[src/sv/jms_pkg.sv]
package jms_pkg;

  localparam int COUNT_BITS_DEF = 32;

  localparam logic [7:0] MK_PREFIX = 8'hFF;
  localparam logic [7:0] MK_SOI    = 8'hD8;
  localparam logic [7:0] MK_APP0   = 8'hE0;
  localparam logic [7:0] MK_APP1   = 8'hE1;
  localparam logic [7:0] MK_DQT    = 8'hDB;
  localparam logic [7:0] MK_EOI    = 8'hD9;
  localparam logic [7:0] MK_RST0   = 8'hD0;
  localparam logic [7:0] MK_RST7   = 8'hD7;
  localparam logic [7:0] MK_SOF0   = 8'hC0;
  localparam logic [7:0] MK_SOF3   = 8'hC3;
  localparam logic [7:0] MK_STUFF  = 8'h00;

  localparam logic [15:0] LEN_MIN     = 16'd2;
  localparam logic [15:0] SOF_LEN_MIN = 16'd7;

  typedef enum logic [8:0] {
    PH_HDR0   = 9'b000000001,
    PH_HDR1   = 9'b000000010,
    PH_SCAN   = 9'b000000100,
    PH_MARK   = 9'b000001000,
    PH_LENHI  = 9'b000010000,
    PH_LENLO  = 9'b000100000,
    PH_SEG    = 9'b001000000,
    PH_BROKEN = 9'b010000000,
    PH_AFTER  = 9'b100000000
  } phase_t;

  typedef struct packed {
    logic [31:0] image_length;
    logic [15:0] image_width;
    logic [15:0] image_height;
    logic        found_end;
    logic        found_size;
    logic        header_ok;
  } result_t;

endpackage

[src/sv/jpeg_marker_scanner.sv]
// JPEG marker scanner: takes one image byte stream, one byte per beat, with last on the
// final byte, checks the FF D8 FF (E0|E1|DB) signature, walks the marker segments
// (skipping fill bytes, FF 00 stuffing and restart markers) and picks height and width
// from the first SOF0..SOF3 segment. One result beat per stream, at EOI or at the last
// byte. Throughput is one byte per cycle: the scan state updates in the cycle a byte is
// taken and results go to a two-entry output buffer, so in_ready drops only when both
// entries hold results the consumer has not taken. Each result is registered in the output
// buffer. The byte counter is COUNT_BITS wide and image_length saturates at 2^32-1.
module jpeg_marker_scanner #(
  parameter int COUNT_BITS = jms_pkg::COUNT_BITS_DEF
) (
  input  logic        clk,
  input  logic        rst,
  input  logic        in_valid,
  output logic        in_ready,
  input  logic [7:0]  data_byte,
  input  logic        last,
  output logic        out_valid,
  input  logic        out_ready,
  output logic [31:0] image_length,
  output logic [15:0] image_width,
  output logic [15:0] image_height,
  output logic        found_end,
  output logic        found_size,
  output logic        header_ok
);

  localparam int WIDE = (COUNT_BITS > 32) ? COUNT_BITS : 33;

  jms_pkg::phase_t        phase, phase_next;
  logic [COUNT_BITS-1:0]  byte_count, byte_count_next;
  logic [15:0]            skip_remaining, skip_remaining_next;
  logic [7:0]             seg_len_high, seg_len_high_next;
  logic                   seg_is_sof, seg_is_sof_next;
  logic [2:0]             sof_byte_index, sof_byte_index_next;
  logic [15:0]            width_reg, width_reg_next;
  logic [15:0]            height_reg, height_reg_next;
  logic                   sof_seen, sof_seen_next;
  logic                   header_good, header_good_next;

  logic                   accept;
  logic                   eoi;
  logic                   emit;
  logic [15:0]            seg_len;
  logic [WIDE-1:0]        count_wide;
  jms_pkg::result_t       res;
  jms_pkg::result_t       out_res;

  assign accept  = in_valid & in_ready;
  assign seg_len = {seg_len_high, data_byte};

  always_comb begin
    phase_next          = phase;
    byte_count_next     = byte_count;
    skip_remaining_next = skip_remaining;
    seg_len_high_next   = seg_len_high;
    seg_is_sof_next     = seg_is_sof;
    sof_byte_index_next = sof_byte_index;
    width_reg_next      = width_reg;
    height_reg_next     = height_reg;
    sof_seen_next       = sof_seen;
    header_good_next    = header_good;
    eoi                 = 1'b0;

    if (byte_count != '1) begin
      byte_count_next = byte_count + COUNT_BITS'(1);
    end

    if (byte_count == COUNT_BITS'(0)) begin
      header_good_next = (data_byte == jms_pkg::MK_PREFIX);
    end else if (byte_count == COUNT_BITS'(1)) begin
      header_good_next = header_good & (data_byte == jms_pkg::MK_SOI);
    end else if (byte_count == COUNT_BITS'(2)) begin
      header_good_next = header_good & (data_byte == jms_pkg::MK_PREFIX);
    end else if (byte_count == COUNT_BITS'(3)) begin
      header_good_next = header_good & ((data_byte == jms_pkg::MK_APP0) ||
                                        (data_byte == jms_pkg::MK_APP1) ||
                                        (data_byte == jms_pkg::MK_DQT));
    end

    case (phase)
      jms_pkg::PH_HDR0: begin
        phase_next = jms_pkg::PH_HDR1;
      end
      jms_pkg::PH_HDR1: begin
        phase_next = jms_pkg::PH_SCAN;
      end
      jms_pkg::PH_SCAN: begin
        if (data_byte == jms_pkg::MK_PREFIX) begin
          phase_next = jms_pkg::PH_MARK;
        end
      end
      jms_pkg::PH_MARK: begin
        if (data_byte == jms_pkg::MK_EOI) begin
          eoi = 1'b1;
        end else if (data_byte == jms_pkg::MK_PREFIX) begin
          phase_next = jms_pkg::PH_MARK;
        end else if (data_byte == jms_pkg::MK_STUFF ||
                     (data_byte >= jms_pkg::MK_RST0 && data_byte <= jms_pkg::MK_RST7)) begin
          phase_next = jms_pkg::PH_SCAN;
        end else begin
          seg_is_sof_next = ~sof_seen & (data_byte >= jms_pkg::MK_SOF0) &
                            (data_byte <= jms_pkg::MK_SOF3);
          phase_next      = jms_pkg::PH_LENHI;
        end
      end
      jms_pkg::PH_LENHI: begin
        seg_len_high_next = data_byte;
        phase_next        = jms_pkg::PH_LENLO;
      end
      jms_pkg::PH_LENLO: begin
        if (seg_len < jms_pkg::LEN_MIN || (seg_is_sof && seg_len < jms_pkg::SOF_LEN_MIN)) begin
          seg_is_sof_next = 1'b0;
          phase_next      = jms_pkg::PH_BROKEN;
        end else begin
          skip_remaining_next = seg_len - jms_pkg::LEN_MIN;
          sof_byte_index_next = 3'd0;
          phase_next = (seg_len == jms_pkg::LEN_MIN) ? jms_pkg::PH_SCAN : jms_pkg::PH_SEG;
        end
      end
      jms_pkg::PH_SEG: begin
        if (seg_is_sof && sof_byte_index < 3'd5) begin
          case (sof_byte_index)
            3'd1:    height_reg_next = {data_byte, height_reg[7:0]};
            3'd2:    height_reg_next = {height_reg[15:8], data_byte};
            3'd3:    width_reg_next  = {data_byte, width_reg[7:0]};
            3'd4:    width_reg_next  = {width_reg[15:8], data_byte};
            default: ;
          endcase
          sof_byte_index_next = sof_byte_index + 3'd1;
        end
        skip_remaining_next = skip_remaining - 16'd1;
        if (skip_remaining == 16'd1) begin
          sof_seen_next   = sof_seen | seg_is_sof;
          seg_is_sof_next = 1'b0;
          phase_next      = jms_pkg::PH_SCAN;
        end
      end
      default: ;
    endcase

    if (eoi) begin
      phase_next = jms_pkg::PH_AFTER;
    end
  end

  assign emit = accept & (eoi | (last & (phase != jms_pkg::PH_AFTER)));

  // result fields come from the post-update state
  assign count_wide = WIDE'(byte_count_next);
  always_comb begin
    res.image_length = (count_wide > WIDE'(32'hFFFF_FFFF)) ? 32'hFFFF_FFFF : count_wide[31:0];
    res.image_width  = sof_seen_next ? width_reg_next : 16'd0;
    res.image_height = sof_seen_next ? height_reg_next : 16'd0;
    res.found_end    = eoi;
    res.found_size   = sof_seen_next;
    res.header_ok    = header_good_next & (byte_count_next >= COUNT_BITS'(4));
  end

  always_ff @(posedge clk) begin
    if (rst || (accept && last)) begin
      phase          <= jms_pkg::PH_HDR0;
      byte_count     <= '0;
      skip_remaining <= '0;
      seg_len_high   <= '0;
      seg_is_sof     <= 1'b0;
      sof_byte_index <= '0;
      width_reg      <= '0;
      height_reg     <= '0;
      sof_seen       <= 1'b0;
      header_good    <= 1'b0;
    end else if (accept) begin
      phase          <= phase_next;
      byte_count     <= byte_count_next;
      skip_remaining <= skip_remaining_next;
      seg_len_high   <= seg_len_high_next;
      seg_is_sof     <= seg_is_sof_next;
      sof_byte_index <= sof_byte_index_next;
      width_reg      <= width_reg_next;
      height_reg     <= height_reg_next;
      sof_seen       <= sof_seen_next;
      header_good    <= header_good_next;
    end
  end

  jms_out_buf u_out_buf (
    .clk       (clk),
    .rst       (rst),
    .push      (emit),
    .push_res  (res),
    .buf_ready (in_ready),
    .out_valid (out_valid),
    .out_ready (out_ready),
    .out_res   (out_res)
  );

  assign image_length = out_res.image_length;
  assign image_width  = out_res.image_width;
  assign image_height = out_res.image_height;
  assign found_end    = out_res.found_end;
  assign found_size   = out_res.found_size;
  assign header_ok    = out_res.header_ok;

endmodule

[src/sv/jms_out_buf.sv]
module jms_out_buf (
  input  logic             clk,
  input  logic             rst,
  input  logic             push,
  input  jms_pkg::result_t push_res,
  output logic             buf_ready,
  output logic             out_valid,
  input  logic             out_ready,
  output jms_pkg::result_t out_res
);

  jms_pkg::result_t main_res;
  jms_pkg::result_t skid_res;
  logic             main_valid;
  logic             skid_valid;
  logic             pop;

  assign pop       = main_valid & out_ready;
  assign buf_ready = ~skid_valid;
  assign out_valid = main_valid;
  assign out_res   = main_res;

  // skid entry only fills while the main entry is stalled
  always_ff @(posedge clk) begin
    if (rst) begin
      main_valid <= 1'b0;
      skid_valid <= 1'b0;
    end else if (skid_valid) begin
      if (pop) begin
        main_res   <= skid_res;
        skid_valid <= 1'b0;
      end
    end else if (push) begin
      if (!main_valid || pop) begin
        main_res   <= push_res;
        main_valid <= 1'b1;
      end else begin
        skid_res   <= push_res;
        skid_valid <= 1'b1;
      end
    end else if (pop) begin
      main_valid <= 1'b0;
    end
  end

endmodule

[config.mk]
export PLATFORM = sky130hd
export DESIGN_NAME = jpeg_marker_scanner
export DESIGN_NICKNAME = d
export VERILOG_FILES = /design/src/sv/jms_pkg.sv /design/src/sv/jpeg_marker_scanner.sv /design/src/sv/jms_out_buf.sv
export SDC_FILE = /design/constraint.sdc
export NUM_CORES = 1
export LEC_CHECK = 0
export BUFFER_PORTS_ARGS = -buffer_cell sky130_fd_sc_hd__buf_2
export CELL_PAD_IN_SITES_DETAIL_PLACEMENT = 2
export CELL_PAD_IN_SITES_GLOBAL_PLACEMENT = 2
export CORE_MARGIN = 2
export CORE_UTILIZATION = 43
export DETAILED_ROUTE_END_ITERATION = 7
export PLACE_DENSITY_LB_ADDON = 0.12
export SLEW_MARGIN = 20
export SYNTH_ARGS = -nofsm -noshare
export SYNTH_HDL_FRONTEND = slang
export SYNTH_HIERARCHICAL = 1
export SYNTH_SLANG_ARGS = --single-unit
[constraint.sdc]
create_clock -name clk -period 26.9 [get_ports clk]
set_clock_uncertainty 0.05 [all_clocks]
set_input_delay 1.345 -clock clk [delete_from_list [all_inputs] [get_ports clk]]
set_output_delay 1.345 -clock clk [all_outputs]
set_load 0.1 [all_outputs]
# Yosys cells after proc, flatten, opt, wreduce, memory -nomap -nowiden
# Index checks and enable logic that the tools add are counted.
# W data, S select, Z words.
[totals] in_bits=13 word_cells=165 output_inout_bits=69 reg_bits=239
[classes] n_eq_ne=36 mux=49 bitwise_logic=16 reduce_logical=27 addsub=4 magnitude_cmp=9
[op_table] operator="$mux W67" n=4
[op_table] operator="$mux W16" n=7
[op_table] operator="$pmux W16 S2" n=3
[op_table] operator="$eq A32 B2 Y1 const B" n=2
[op_table] operator="$mux W32" n=2
[op_table] operator="$pmux W9 S7" n=1
[op_table] operator="$eq A8 B8 Y1 const B" n=6
[op_table] operator="$mux W9" n=4
[op_table] operator="$add A32 B1 Y32 const B" n=1
[op_table] operator="$eq A32 B1 Y1 const B" n=1
[op_table] operator="$ge A32 B3 Y1 const B" n=1
[op_table] operator="$gt A32 B32 Y1 const B" n=1
[op_table] operator="$logic_not A32 Y1" n=1
[op_table] operator="$ne A32 B32 Y1 const B" n=1
[op_table] operator="$mux W1" n=20
[op_table] operator="$eq A16 B1 Y1 const B" n=1
[op_table] operator="$eq A16 B2 Y1 const B" n=1
[op_table] operator="$ge A8 B8 Y1 const B" n=2
[op_table] operator="$le A8 B8 Y1 const B" n=2
[op_table] operator="$lt A16 B2 Y1 const B" n=1
[op_table] operator="$lt A16 B3 Y1 const B" n=1
[op_table] operator="$ne A2 B2 Y1 const B" n=8
[op_table] operator="$sub A16 B1 Y16 const B" n=1
[op_table] operator="$sub A16 B2 Y16 const B" n=1
[op_table] operator="36 further kinds" n=68

# Longest topological paths before layout
[depth] word_depth=12 depth_mapped=13 depth_no_buf=9

# Cells and area by module
# Netlist, hierarchy kept.
[modules_own_cells] mod="jpeg_marker_scanner" area_each_um2=6621.4 instances=1 cells_per_inst=880 seq_area_each_um2=2062.0
[modules_own_cells] mod="jms_out_buf" area_each_um2=4988.5 instances=1 cells_per_inst=222 seq_area_each_um2=4063.9

# Worst setup path before layout
# Ideal clock, no wire load.
[synth_timing] kind="input-to-reg" from="in data_byte[2]" to="reg u_out_buf/skid_res[0] (netlist bit) (enable)" arrival_time_ns=9.499 setup_time_ns=0.680 stages=8 t_required_ns=26.170 slack_ns=16.672 path_buffers=2 path_cell_list="clkbuf_1 nor4_1 and4_1 clkbuf_1 inv_1 a21oi_1 nand2b_4 nor4b_1"
[synth_between] elab_chain_len=6
[synth_rtl] item="from (decl)" line_no="jpeg_marker_scanner.sv:16" source="input logic [7:0] data_byte,"
[synth_rtl] item="$eq A8 B8 Y1" line_no="jpeg_marker_scanner.sv:94" source="if (data_byte == jms_pkg::MK_EOI) begin"
[synth_rtl] item="$mux W1" line_no="jpeg_marker_scanner.sv:94"
[synth_rtl] item="$mux W1" line_no="jpeg_marker_scanner.sv:81" source="case (phase)"
[synth_rtl] item="via eoi" line_no="jpeg_marker_scanner.sv:42" source="logic eoi;"
[synth_rtl] item="$or A1 B1 Y1" line_no="jpeg_marker_scanner.sv:147" source="assign emit = accept & (eoi | (last & (phase != jms_pkg::PH_AFTER)));"
[synth_rtl] item="$and A1 B1 Y1" line_no="jpeg_marker_scanner.sv:147"
[synth_rtl] item="via emit" line_no="jpeg_marker_scanner.sv:43" source="logic emit;"
[synth_rtl] item="$reduce_and A4 Y1 (no line)"
[synth_rtl] item="to (signal assigned)" line_no="jms_out_buf.sv:38" source="skid_res <= push_res;"
[synth_rtl] item="to (decl)" line_no="jms_out_buf.sv:13" source="jms_pkg::result_t skid_res;"
# The timed path passes the listed nets, and every way through them passes these cells.
# A chain may end at the register's enable or synchronous reset.

# Worst setup path in the final report
[layout_timing] from="in data_byte[3]" to="reg u_out_buf/skid_res[39] (netlist bit) (enable)"
[layout_between] elab_chain_len=6
[layout_rtl] item="$eq A8 B8 Y1" line_no="jpeg_marker_scanner.sv:94"
[layout_rtl] item="$mux W1" line_no="jpeg_marker_scanner.sv:94"
[layout_rtl] item="$mux W1" line_no="jpeg_marker_scanner.sv:81"
[layout_rtl] item="$or A1 B1 Y1" line_no="jpeg_marker_scanner.sv:147"
[layout_rtl] item="$and A1 B1 Y1" line_no="jpeg_marker_scanner.sv:147"
[layout_rtl] item="via emit" line_no="jpeg_marker_scanner.sv:43"
[layout_rtl] item="$reduce_and A4 Y1 (no line)"
# The timed path passes the listed nets, and every way through them passes these cells.

==> flow_summary_export.csv <==
group,metric,value,unit
outcome,outcome,"finished, final reports clean",
clock_tree,cts_hold_buf,0,
drt,wl_per_cell,24.5,um
drt,drc,0,
worst_setup_path,slowest_stage,"buf_4",
global_routing,grt_pass1_wl,57300,um
floorplan,die_x,168,um
worst_setup_path,cp_top_family,"simple AND/OR/NAND/NOR gates",
worst_setup_path,startpoint,"data_byte[3]",
floorplan,die_area,28300,um2
synthesis,synthArstFlopShare,0,%
sta,hold_viol_final,0,
floorplan,start_util,43.4,%
floorplan,core,26700,um2
power,irDropWorstVdd,0.0395,mV
worst_hold_path,holdCritPathClass,"reg -> reg",
synthesis,syn_inst,1102,
synthesis,synth_top_area_share,34.7,%
placed_design,globalplace.congestion,0.788,
sta,hold_ws,0.426,ns
run,maxCapViolations,0,
sta,fmax,233,MHz
sta,rsz0062_at_grt,"no",
placed_design,portBuffers,81,
global_routing,grt_start_max_net_pins,72,
worst_setup_path,worstPathCellList,"buf_2 > nand4_1 > nor4_1 > and4_1 > inv_1 > a21oi_1 > nand2b_4 > nor4b_2 > buf_4",
worst_setup_path,crit_buf_inv,3,
drt,viasPerCell,5.98,
finish,final_layout_size_suffix_gt1_share,18.8,%
power,power.total,0.000801,W
synthesis,syn-num-nets,1128,
global_routing,overflow,0,
worst_setup_path,timing.rr.start,"byte_count[13]",
worst_hold_path,hp-start,"skip_remaining[14]",
power,power_density,61.7,nW/um2
synthesis,synth_area_leaders,"edfxtp_1, dfxtp_1, mux2_2, nor2_1, a22oi_1",
sta,maxSlewHeadroom,29.3,%
sta,fin_crit,4.30,ns
sta,worst_pin_slew,1.06,ns
synthesis,ys_warn_count,6,
sta,setup_ws,22.60,ns
worst_setup_path,worstSetupEndpointType,"register",
floorplan,die_y,168,um
clock_tree,clkLatencyLatePin,0.55,ns
drt,initialDrtViolationCount,474,
clock_tree,h-tree-depth,1,
floorplan,io-pin-count,82,
synthesis,synthTopCellsByCount,"nor2_1, edfxtp_1, dfxtp_1",
worst_setup_path,setup.worst_path.start_class,"primary input",
clock_tree,clockRootBuffer,"clkbuf_16",
sta,setup_viol,0,
global_routing,grtUsageTotal,25.7,%
worst_setup_path,max_stage_delay,0.81,ns
global_routing,grt_pass1_vias,9698,
clock_tree,post-cts-setup-buffer-count,0,
synthesis,synth_flop_cell,"edfxtp_1",
clock_tree,clock-sinks,239,
finish,fill_cells,2743,
drt,drt-total-wl,36500,um
finish,diodes,0,
drt,dr_total_vias,8921,
global_routing,antenna_found_initial,0,
worst_setup_path,cp.arrival,4.41,ns
clock_tree,cts_tree,"yes",
drt,ant_nets,0,
synthesis,yosys_register_bits,239,
sta,finalMaxSlewViolations,0,
power,p_leak,4.57,nW
clock_tree,cts_resized,0,
sta,finalSetupTns,0,ns
synthesis,ys_seq_area_share,52.8,%
clock_tree,cts_made_buffers,27,
placed_design,pre_cts_slack,22.25,ns
clock_tree,cts_buffer_depth,3,
worst_setup_path,path_class,"in -> reg",
worst_setup_path,cp.required,27.01,ns
finish,area_growth,11.8,%
sta,fin_crit_sh,16.0,%
synthesis,synth_edf_count,134,
finish,layout.nets,1157,
drt,first_pass_iters,5,
synthesis,postSynthAreaPerCell,10.5,um2
worst_setup_path,path_max_fanout,66,
placed_design,hpwl,24900,um
synthesis,synth_most_common_cell,"nor2_1",
synthesis,synth_cell_type_count,67,
floorplan,rows,60,
synthesis,syn_area,11600,um2
synthesis,synth_top_area_cell,"edfxtp_1",
clock_tree,clkSlewWorstSetupHoldPaths,0.06,ns
==> stage by stage <==
step	std cells	area (um2)	util, %
floorplan	1102	11600	-
global placement	1443	12100	45.4
detailed placement	1443	12100	45.4
CTS	1493	13000	48.6
global route	1493	13000	48.6
finish	1493	13000	48.6
==> area by class of cell <==
type	count	area [um2]	share of cell area, %
Clock inverter	10	96.3	0.742
Tap cell	341	427	3.29
Multi-Input combinational cell	752	5020	38.7
Inverter	19	71.3	0.550
Sequential cell	239	6130	47.2
Clock buffer	40	744	5.74
Timing Repair Buffer	92	488	3.76
==> kinds of logic after synthesis <==
kind of cell | after synthesis | share of synthesized area [%]
AO/OA/AOI/OAI | 195 | 11.4
XOR/XNOR | 68 | 5.13
adder cells (fa/ha/maj) | 13 | 1.40
buffers and inverters | 111 | 4.35
flip-flops | 239 | 52.8
multiplexers | 80 | 7.62
AND/OR/NAND/NOR | 396 | 17.3
==> metal layers <==
layer	vias up	global-route usage, %	share of wire (%)
li1	4096	-	-
met1	4587	31.7	42
met2	170	46.6	52
met3	68	3.41	3.6
met4	0	8.32	2.9
met5	-	0	0
==> tightest hold or removal path: cells and delay by family (launching register included) <==
family         cells  cell delay [ns]
flip-flops         1             0.30
AO/OA/AOI/OAI      2             0.12
==> final timing paths <==
check                           cells after the start                     end  slack, ns
worst min-delay path                                2      skip_remaining[14]       0.43
worst max-delay path                                9  u_out_buf/skid_res[39]      22.60
worst max register to register                      9    u_out_buf/out_res[0]      22.82
worst min register to register                      2      skip_remaining[14]       0.43
==> where the power goes <==
group          total (W)  switching, W  internal, W
combinational  0.0000536     0.0000428    0.0000108
clock           0.000356      0.000147     0.000209
sequential      0.000391    0.00000284     0.000388
total           0.000801      0.000193     0.000608
==> cells in the final DEF (no fill, tap or decap), drive strengths merged, types with 4 or more instances in the layout <==
master  instances
mux2           67
and4            6
nand2b         12
inv            20
ha             13
clkinv          7
a22oi          69
a21oi          38
a211oi          9
nor3           23
buf            92
edfxtp        134
dfxtp         105
o21ai          35
xor2           39
or2             8
or4             7
or4b            5
mux2i          13
xnor2          29
a32oi           4
nor2          146
and2           10
o22ai           4
nor4b           4
clkbuf         40
and3           17
nor2b           5
nand2          56
or3            13
a311oi          7
a31oi           6
nor4           27
nand3          29
nand4          18
Power figures use the tool's default switching activity.
